`config.mk`:
```
export PLATFORM = sky130hd
export DESIGN_NAME = ffca_ctrl
export DESIGN_NICKNAME = d
export VERILOG_FILES = /design/src/sv/ffca_pkg.sv /design/src/sv/ffca_ctrl.sv
export SDC_FILE = /design/constraint.sdc
export NUM_CORES = 1
export LEC_CHECK = 0
export ABC_CLOCK_PERIOD_IN_PS = 1250
export BUFFER_PORTS_ARGS = -buffer_cell sky130_fd_sc_hd__buf_2
export CAP_MARGIN = 10
export CORE_AREA = 2 2 41 43
export DETAILED_ROUTE_END_ITERATION = 8
export DIE_AREA = 0 0 43 45
export PLACE_DENSITY = 0.69
export SYNTH_ARGS = -nofsm -noshare
export SYNTH_HDL_FRONTEND = slang
export SYNTH_SLANG_ARGS = --single-unit
```
`constraint.sdc`:
```
create_clock -name clk -period 1.25 [get_ports clk]
set_input_delay 0.125 -clock clk [delete_from_list [all_inputs] [get_ports clk]]
set_output_delay 0.125 -clock clk [all_outputs]
set_load 0.01 [all_outputs]
```
`src/sv/ffca_pkg.sv`:
```
// shared types and constants of the free-region allocator
package ffca_pkg;
	localparam logic FUNC_ALLOC   = 1'b0;
	localparam logic FUNC_RELEASE = 1'b1;
	localparam logic [31:0] HDR_BYTES = 32'd4;

	typedef enum logic [3:0] {
		ST_IDLE,
		ST_ARD,
		ST_ACHK,
		ST_RRD,
		ST_RCHK,
		ST_DECIDE,
		ST_RDEC,
		ST_SHL_RD,
		ST_SHL_WR,
		ST_SHR_RD,
		ST_SHR_WR,
		ST_WRITE,
		ST_DONE
	} ffca_state_t;

	// controller to datapath
	typedef struct packed {
		logic load;
		logic scan_clr;
		logic scan_inc;
		logic rd_scan;
		logic rd_prev;
		logic cap_hit;
		logic cap_prev;
		logic decide;
		logic shl_rd;
		logic shl_wr;
		logic shr_rd;
		logic shr_wr;
		logic wr_final;
		logic finish;
	} ffca_cmd_t;

	// datapath to controller
	typedef struct packed {
		logic is_release;
		logic hdr_ovf;
		logic scan_end;
		logic fit;
		logic above;
		logic need_shl;
		logic need_shr;
		logic shl_end;
		logic shr_end;
	} ffca_sts_t;
endpackage

```
`src/sv/ffca_ctrl.sv`:
```
// controller state machine of the allocator
module ffca_ctrl import ffca_pkg::*; (
	input  logic      clk,
	input  logic      arst_n,
	input  logic      in_valid,
	output logic      in_ready,
	output logic      out_valid,
	input  logic      out_ready,
	input  ffca_sts_t sts,
	output ffca_cmd_t cmd
);
	ffca_state_t state_q, state_d;

	// state register
	always_ff @(posedge clk or negedge arst_n) begin
		if (!arst_n) begin
			state_q <= ST_IDLE;
		end else begin
			state_q <= state_d;
		end
	end

	// next state
	always_comb begin
		state_d = state_q;
		unique case (state_q)
			ST_IDLE: begin
				if (in_valid) state_d = ST_DECIDE;
			end
			ST_ARD: state_d = ST_ACHK;
			ST_ACHK: begin
				if (sts.fit) state_d = sts.need_shl ? ST_SHL_RD : ST_WRITE;
				else if (sts.scan_end) state_d = ST_DONE;
				else state_d = ST_ARD;
			end
			ST_RRD: state_d = ST_RCHK;
			ST_RCHK: begin
				if (sts.above || sts.scan_end) state_d = ST_RDEC;
				else state_d = ST_RRD;
			end
			ST_DECIDE: begin
				if (sts.is_release) begin
					state_d = sts.scan_end ? ST_RDEC : ST_RRD;
				end else begin
					state_d = (sts.hdr_ovf || sts.scan_end) ? ST_DONE : ST_ARD;
				end
			end
			ST_RDEC: state_d = ST_SHR_RD;
			ST_SHL_RD: state_d = sts.shl_end ? ST_WRITE : ST_SHL_WR;
			ST_SHL_WR: state_d = ST_SHL_RD;
			ST_SHR_RD: begin
				if (sts.need_shl) state_d = ST_SHL_RD;
				else if (!sts.need_shr || sts.shr_end) state_d = ST_WRITE;
				else state_d = ST_SHR_WR;
			end
			ST_SHR_WR: state_d = ST_SHR_RD;
			ST_WRITE: state_d = ST_DONE;
			ST_DONE: begin
				if (out_ready) state_d = ST_IDLE;
			end
			default: state_d = ST_IDLE;
		endcase
	end

	// command decode
	always_comb begin
		cmd = '0;
		in_ready = 1'b0;
		out_valid = 1'b0;
		unique case (state_q)
			ST_IDLE: begin
				in_ready = 1'b1;
				cmd.load = in_valid;
			end
			ST_DECIDE: cmd.scan_clr = 1'b1;
			ST_ARD: cmd.rd_scan = 1'b1;
			ST_ACHK: begin
				cmd.cap_hit = 1'b1;
				cmd.scan_inc = !sts.fit;
			end
			ST_RRD: cmd.rd_scan = 1'b1;
			ST_RCHK: begin
				cmd.cap_prev = 1'b1;
				cmd.scan_inc = !sts.above;
			end
			ST_RDEC: cmd.decide = 1'b1;
			ST_SHL_RD: cmd.shl_rd = 1'b1;
			ST_SHL_WR: cmd.shl_wr = 1'b1;
			ST_SHR_RD: cmd.shr_rd = 1'b1;
			ST_SHR_WR: cmd.shr_wr = 1'b1;
			ST_WRITE: cmd.wr_final = 1'b1;
			ST_DONE: begin
				out_valid = 1'b1;
				cmd.finish = out_ready;
			end
			default: ;
		endcase
		cmd.rd_prev = 1'b0;
	end
endmodule

```
==> results.cfg, run 1 <==
[sta]
finalHoldViolCount = 0
rsz0062_at_grt = yes
finClkSkew_ps = 2.06
fin_crit_ps = 1550
finalSetupViolations = 19
setup_ws_ps = -297
slew_viol_final = 0
tns_ps = -3250
fmax_mhz = 646
whs_ps = 149
post-route-period-util_pct = 124

[synth]
synth_compound_area_share_pct = 23.6
synthSimpleGateAreaFrac_pct = 45.0
synth-seq-cells = 4
avgSynthCellArea_sq_um = 6.82
yosys.area_share.adder_pct = 0
synth_cell_types = 33
syn-instance-count = 77
mappedNetlistNets = 90
synth_top_family_by_area = simple AND/OR/NAND/NOR gates
synth_xor_area_share_pct = 0
synth.yosys.warnings = 0
ys_seq_area_share_pct = 19.0
synth_mux_area_share_pct = 1.90
synth_area_sq_um = 526

[finish]
num-fill-cells = 84
seqCellArea_sq_um = 104
utilization_pct = 78.4
regMostFlops = state_q
largest_reg_flops = 4
most-common-layout-cells = 23 x buf_2, 18 x buf_6, 16 x buf_4
multi_input_area_sq_um = 504
area_growth_pct = 120
final_layout_size_suffix_gt1_share_pct = 68.1
n_antenna_cell = 0
top_regs = state_q (4)
nets = 150
layout_commonest_cell = buf_2
stdcell_count = 151

[global_route]
grt_use_total_pct = 22.3
grt_use_met2_pct = 37.3
top_usage_layer = met2
grt_antenna_before_repair = 0
overflow = 0
grt_max_degree = 11
grt_pass1_vias = 784
grt_use_met1_pct = 27.5
grt_use_met3_pct = 4.80
grt_pass1_wl_um = 3310

[floorplan]
core_sq_um = 1470
std_cell_rows = 14
die_h_um = 45
die_area_sq_um = 1940
ios = 29
die_w_um = 43
initial_core_util_pct = 35.7

[route]
vias = 841
vias_per_cell = 5.57
ant_nets = 0
first_pass_iters = 4
drc = 0
drt_wl_total_um = 2450
drt_iter0_drc = 35
wire_per_inst_um = 16.2

[clock_tree]
clk_transition_reported_paths_ps = 40
cts_root_buf = clkbuf_4
clk_latency_ps = 240
cts_tree = done
ctsLongestPathBuffers = 2
numCtsBuffers = 3
h-tree-depth = 1
numClockSinks = 4

[worst_setup_path]
crit_type = reg -> reg
worst_ep_arrival_time_ps = 1710
cp_max_fo = 7
startpoint_type = flop
cp_data_required_time_ps = 1410
critPathCaptureType = flop

[placement]
gp_congestion = 0.894
placed_cells = 130
portBuffers = 27
detailed_place_hpwl_um = 1340

[power_and_ir_drop]
finalPower_w = 0.00298
leakagePower_nw = 0.563
cellPowerDensity_nw_per_um2 = 2590
ir_drop_mv = 1.53

[outcome]
violations = negative setup slack
outcome = finished, violations left

[flow_run]
cap_viol_max_count = 0

[hold_path]
worstHoldPathType = in -> reg
[final timing paths]
path,slack (ps),endpoint,start,cells past startpoint
min in group asynchronous,220,state_q[2],arst_n,2
worst max register to register,-300,state_q[0],state_q[1],6
max in group asynchronous,890,state_q[3],arst_n,2
worst min register to register,570,state_q[1],state_q[2],1
worst min-delay path,150,state_q[2],out_ready,2
worst max-delay path,-300,state_q[0],state_q[1],6
[synth_stat cells, drive strengths merged]
master / n / area, sq um
a21oi: 5 / 25.0
o22ai: 2 / 18.8
dfrtp: 4 / 100
nand2b: 6 / 45.0
nor3b: 1 / 12.5
nor4: 2 / 12.5
inv: 4 / 15.0
a31oi: 2 / 12.5
and2: 4 / 25.0
a22oi: 1 / 7.51
nand3: 2 / 10.0
nand2: 5 / 21.3
o31ai: 2 / 15.0
conb: 1 / 3.75
nor3: 4 / 25.0
o211ai: 1 / 7.51
nand3b: 1 / 7.51
nor2b: 1 / 6.26
o21ai: 4 / 20.0
mux2i: 1 / 10.0
or3: 3 / 18.8
o32ai: 1 / 8.76
nor2: 14 / 52.6
a221oi: 1 / 8.76
buf: 5 / 36.3
[per-stage QoR]
step | cell area, sq um | setup slack [ps]
finish | 1150 | -297
global route | 1150 | -364
CTS | 1020 | -197
detailed placement | 772 | -170
global placement | 772 | -101
floorplan | 528 | 11.1
[kinds of logic after synthesis]
family                 count (synthesis)
AO/OA/AOI/OAI                         19
buffers and inverters                  9
flip-flops                             4
multiplexers                           1
other                                  1
AND/OR/NAND/NOR                       43
[cell type report]
class                   count  share of cell area (%)
multi-input cells          64                    43.7
well taps                  16                    1.74
clock buffers               3                    1.95
inverters                   4                    1.30
flip-flops and latches      4                    9.00
repair buffers             60                    42.3
[worst max-delay path, stage by stage (launching register included)]
cell	delay, ps
dfrtp_2	490
buf_6	160
nand2b_4	80
buf_4	140
nor4_1	290
a221oi_1	120
a31oi_1	190
[metal layers]
layer	vias up	share of wire [%]
met5	-	0
met4	0	1.7
met3	6	8.6
met2	54	48
met1	390	41
li1	391	-
[power by group]
| group | internal (W) | switching, W |
|---|---|---|
| Sequential | 0.000207 | 0.000145 |
| Clock | 0.000108 | 0.0000611 |
| Combinational | 0.00132 | 0.00114 |
[what timing repair did]
item                       CTS  global route
resized for setup           25            25
buffers inserted            15             4
setup endpoints to repair   19            19
hold buffers                 1             0
hold endpoints to repair     4             0
gates cloned                 0             0
pin swaps                    6             8
No activity file was read; power rests on OpenSTA's default activity.
==> run 2, diff against run 1 <==
ABC_CLOCK_PERIOD_IN_PS = 2000   (was 1250)
CORE_AREA = 2 2 39 41   (was 2 2 41 43)
DIE_AREA = 0 0 41 43   (was 0 0 43 45)
PLACE_DENSITY = 0.72   (was 0.69)
clock period = 2 ns   (was 1.25 ns; I/O delays follow)
==> run 2 against run 1 <==
Effect of this change:
- the run now ends clean
- non-clock buffer count decreased by 32
- core utilization down 29 points
- design area fell by 41%
- sequential share of layout area is 5.8 points higher
- combinational power down 76%
- wire length shrank 40%
- clock-buffer cell count is the same
- sequential cell count unchanged
- critical path depth fell by 1
- largest power group unchanged
==> results.cfg, run 2 (synthesis results as in run 1) <==
[sta]
tns_ps = 0
slew_viol_final = 0
rsz0062_at_grt = no
post-route-period-util_pct = 84.5
max_slew_margin_pct = 64.5
tightest_slew_ps = 533
fin_crit_ps = 1690
finalHoldViolCount = 0
finalSetupViolations = 0
fmax_mhz = 592
finClkSkew_ps = 1.95

[worst_setup_path]
cp_max_fo = 16
crit_end = cmd[0]
cp_top_family = flip-flops
rr_endpoint = state_q[2]
r2r_cells = 5
worst_ep_arrival_time_ps = 1490
cp_num_cells = 5
cpPeakStageDelay_ps = 670
crit_type = reg -> out
worstReg2RegStart = state_q[2]
slowest_stage = dfrtp_1
rrSetupSlack_ps = 430
critPathCaptureType = output pin
cp_data_required_time_ps = 1800
startpoint_type = flop
cp.buffers_inverters = 2
crit_path_start = state_q[0]
path_cells = nor2_1, nand3_1, inv_1, and2_1, buf_2

[floorplan]
ios = 29
die_w_um = 41
die_area_sq_um = 1760
core_sq_um = 1380
std_cell_rows = 14
die_h_um = 43
initial_core_util_pct = 38.0

[finish]
area_growth_pct = 28.8
largest_reg_flops = 4
nets = 118
n_antenna_cell = 0
layout_commonest_cell = buf_2
top_regs = state_q (4)
regMostFlops = state_q
most-common-layout-cells = 27 x buf_2, 14 x nor2_1, 5 x nand2b_1, 5 x a21oi_1
final_layout_size_suffix_gt1_share_pct = 35.0

[power_and_ir_drop]
cellPowerDensity_nw_per_um2 = 1430
ir_drop_mv = 0.465
leakagePower_nw = 0.346
switching_share_pct = 52.7
p_int_w = 0.000458
p_seq_share_pct = 28.6
p_clk_share_pct = 10.3
p_sw_w = 0.000511
finalPower_w = 0.000969
p_comb_share_pct = 61.1

[route]
ant_nets = 0
first_pass_iters = 4
vias_per_cell = 5.56
vias = 662
wire_per_inst_um = 12.3
drc = 0
drt_wl_total_um = 1460
drt_iter0_drc = 15

[clock_tree]
post-cts-setup-buffer-count = 0
cts_resized = 0
ctsLongestPathBuffers = 2
numCtsBuffers = 3
clk_latency_ps = 230
cts-hold-fix-buffers = 1
h-tree-depth = 1
cts_root_buf = clkbuf_4
numClockSinks = 4
cts_tree = done
clk_transition_reported_paths_ps = 40

[global_route]
grt_antenna_before_repair = 0
grt_pass1_vias = 557
grt_pass1_wl_um = 2170
grt_use_total_pct = 17.7
grt_max_degree = 17
overflow = 0

[hold_path]
worstHoldStart = out_ready
worstHoldPathType = in -> reg

[placement]
portBuffers = 27
gp_congestion = 0.894
detailed_place_hpwl_um = 1130

[flow_run]
cap_viol_max_count = 0

[outcome]
outcome = completed
==> run 2: power groups by stage <==
stage	logic (W)	registers, W	clock network, W
floorplan	0.000546	0.000169	0
global route	0.000664	0.000290	0.000108
detailed placement	0.000587	0.000272	0
finish	0.000592	0.000277	0.0000998
global placement	0.000585	0.000267	0
CTS	0.000593	0.000272	0.000102
==> run 2: layout make-up <==
type / instances / area (sq um)
flip-flops and latches: 4 / 100
inverters: 4 / 15.0
repair buffers: 28 / 145
clock buffers: 3 / 22.5
well taps: 16 / 20.0
multi-input cells: 64 / 374
fillers: 158 / 707
==> run 2: how the worst min path moves through the flow <==
stage                      end  slack [ps]  cells after the start
floorplan           state_q[0]        -100                      0
global placement    state_q[1]           7                      1
detailed placement  state_q[2]           5                      1
CTS                 state_q[2]         200                      2
global route        state_q[2]         210                      2
finish              state_q[2]         210                      2
==> run 2: per-stage QoR <==
stage | instances | instance area [sq um] | worst slack, ps | utilization [%] | hold slack [ps]
3_3_place_gp | 115 | 644 | 430 | 46.6 | 7.01
4_1_cts | 119 | 677 | 311 | 48.9 | 205
6_report | 119 | 677 | 311 | 48.9 | 208
5_1_grt | 119 | 677 | 174 | 48.9 | 211
2_1_floorplan | 77 | 526 | 739 | - | -95.6
3_5_place_dp | 115 | 644 | 448 | 46.6 | 5.10
==> run 2: routing by layer <==
layer  GRT usage [%]  part of all wire (%)
met1            22.1                    40
met3            3.14                   8.3
met2            30.0                    51
met5               0                     0
met4            4.00                   1.4
==> run 2: worst reg2reg max path: cells and delay by family (launching register included) <==
kind | cells | cell delay [ps]
and+or+nand+nor | 3 | 670
AOI/OAI and AO/OA | 2 | 170
DFF | 1 | 610
==> run 3, diff against run 2 <==
ABC_CLOCK_PERIOD_IN_PS = 1600   (was 2000)
clock period = 1.6 ns   (was 2 ns; I/O delays follow)
==> run 3 against run 2 <==
Effect of this change:
- wire length increased by 4.6%
- clock power increased by 26%
- register-to-register slack got worse by 240 ps
- non-clock buffer count increased by 4
- hold slack got worse by 57 ps
- core utilization is 2.4 points higher
- first-iteration DRC count rose by 87%
- total power is 33% higher
- sequential share of layout area down 0.33 points
- sequential power is 2% lower
- sequential cell count unchanged
- final cell count increased by 3.4%
==> results.cfg, run 3 (synthesis results as in run 1) <==
[sta]
finalSetupViolations = 0
fmax_mhz = 658
finClkSkew_ps = 5.81
fin_crit_ps = 1520
post-route-period-util_pct = 95.0
setup_ws_ps = 79.8
slew_viol_final = 0
tns_ps = 0
rsz0062_at_grt = no
finalHoldViolCount = 0

[finish]
final_layout_size_suffix_gt1_share_pct = 39.3
area_growth_pct = 35.0
most-common-layout-cells = 27 x buf_2, 14 x nor2_1, 5 x nand2b_1, 5 x a21oi_1
n_antenna_cell = 0
largest_reg_flops = 4
nets = 122
top_regs = state_q (4)
layout_commonest_cell = buf_2
stdcell_count = 123
regMostFlops = state_q

[power_and_ir_drop]
ir_drop_mv = 0.855
leakagePower_nw = 0.364
cellPowerDensity_nw_per_um2 = 1820

[route]
drc = 0
drt_iter0_drc = 28
ant_nets = 0
wire_per_inst_um = 12.4
vias = 682
first_pass_iters = 4
drt_wl_total_um = 1530
vias_per_cell = 5.54

[clock_tree]
cts_root_buf = clkbuf_4
numCtsBuffers = 3
h-tree-depth = 1
numClockSinks = 4
clk_transition_reported_paths_ps = 40
cts_tree = done
clk_latency_ps = 230
post-cts-setup-buffer-count = 0
ctsLongestPathBuffers = 2

[global_route]
grt_pass1_wl_um = 2340
grt_max_degree = 14
grt_use_total_pct = 18.9
grt_antenna_before_repair = 0
grt_pass1_vias = 556
overflow = 0

[worst_setup_path]
worst_ep_arrival_time_ps = 1360
crit_end = cmd[11]
rrSetupSlack_ps = 190
crit_path_start = state_q[2]
critPathCaptureType = output pin
startpoint_type = flop
rr_endpoint = state_q[2]
r2r_cells = 5
worstReg2RegStart = state_q[2]
cp_max_fo = 9
cp_data_required_time_ps = 1440
crit_type = reg -> out

[floorplan]
std_cell_rows = 14
initial_core_util_pct = 38.0
die_area_sq_um = 1760
die_w_um = 41
core_sq_um = 1380
ios = 29
die_h_um = 43

[placement]
post-place-ws_ps = 148
portBuffers = 27
gp_congestion = 0.937
placed_cells = 119
detailed_place_hpwl_um = 1180

[flow_run]
cap_viol_max_count = 0

[hold_path]
worstHoldPathType = in -> reg

[outcome]
outcome = completed
==> run 3: cell count changes in the layout (fill, tap and decap cells not counted), sizes merged <==
cell	previous run	this run
buf	27	31
==> run 3: per-layer routing <==
layer,vias to the layer above,global-route usage (%),wire length (um)
met5,-,0,0
met3,4,2.62,138
met1,307,25.3,634
met2,38,28.1,745
li1,333,-,-
met4,0,10.0,13
==> run 3: cell type report <==
cell class                      instances  area, sq um
Clock buffer                            3         22.5
Fill cell                             144          674
Inverter                                4         15.0
Multi-Input combinational cell         64          374
Sequential cell                         4          103
Tap cell                               16         20.0
Timing Repair Buffer                   32          175
==> run 3: how the worst min path moves through the flow <==
stage               from         end  slack [ps]  cells after the start
2_1_floorplan     arst_n  state_q[0]        -140                      0
3_3_place_gp      arst_n  state_q[0]         -30                      1
3_5_place_dp      arst_n  state_q[1]         -30                      1
4_1_cts        out_ready  state_q[2]         150                      2
5_1_grt        out_ready  state_q[2]         150                      2
6_report       out_ready  state_q[2]         150                      2
==> run 3: critical path, cell delays in order (launching register included) <==
cell and delay [ps]:
dfrtp_2 450, nand2b_1 240, o22ai_1 160, and2_1 150, buf_2 120
==> run 3: repair_timing <==
action	CTS	global route
hold buffers	1	0
endpoints found under the setup margin	0	3
endpoints found under the hold margin	4	0
resized for setup	0	2
==> run 3: power by group <==
group	switching [W]	leakage (nW)	internal [W]
combinational	0.000497	0.303	0.000395
sequential	0.000111	0.0471	0.000160
clock	0.0000422	0.0138	0.0000840
==> run 3: stage by stage <==
step / hold WS, ps / power (W) / cell area [sq um] / utilization [%]
after CTS: 148 / 0.00128 / 707 / 51.1
after global routing: 154 / 0.00140 / 709 / 51.3
after global placement: -31.7 / 0.00114 / 674 / 48.7
final: 151 / 0.00129 / 709 / 51.3
after detailed placement: -27.8 / 0.00114 / 674 / 48.7
after floorplan: -136 / 0.000893 / 526 / -
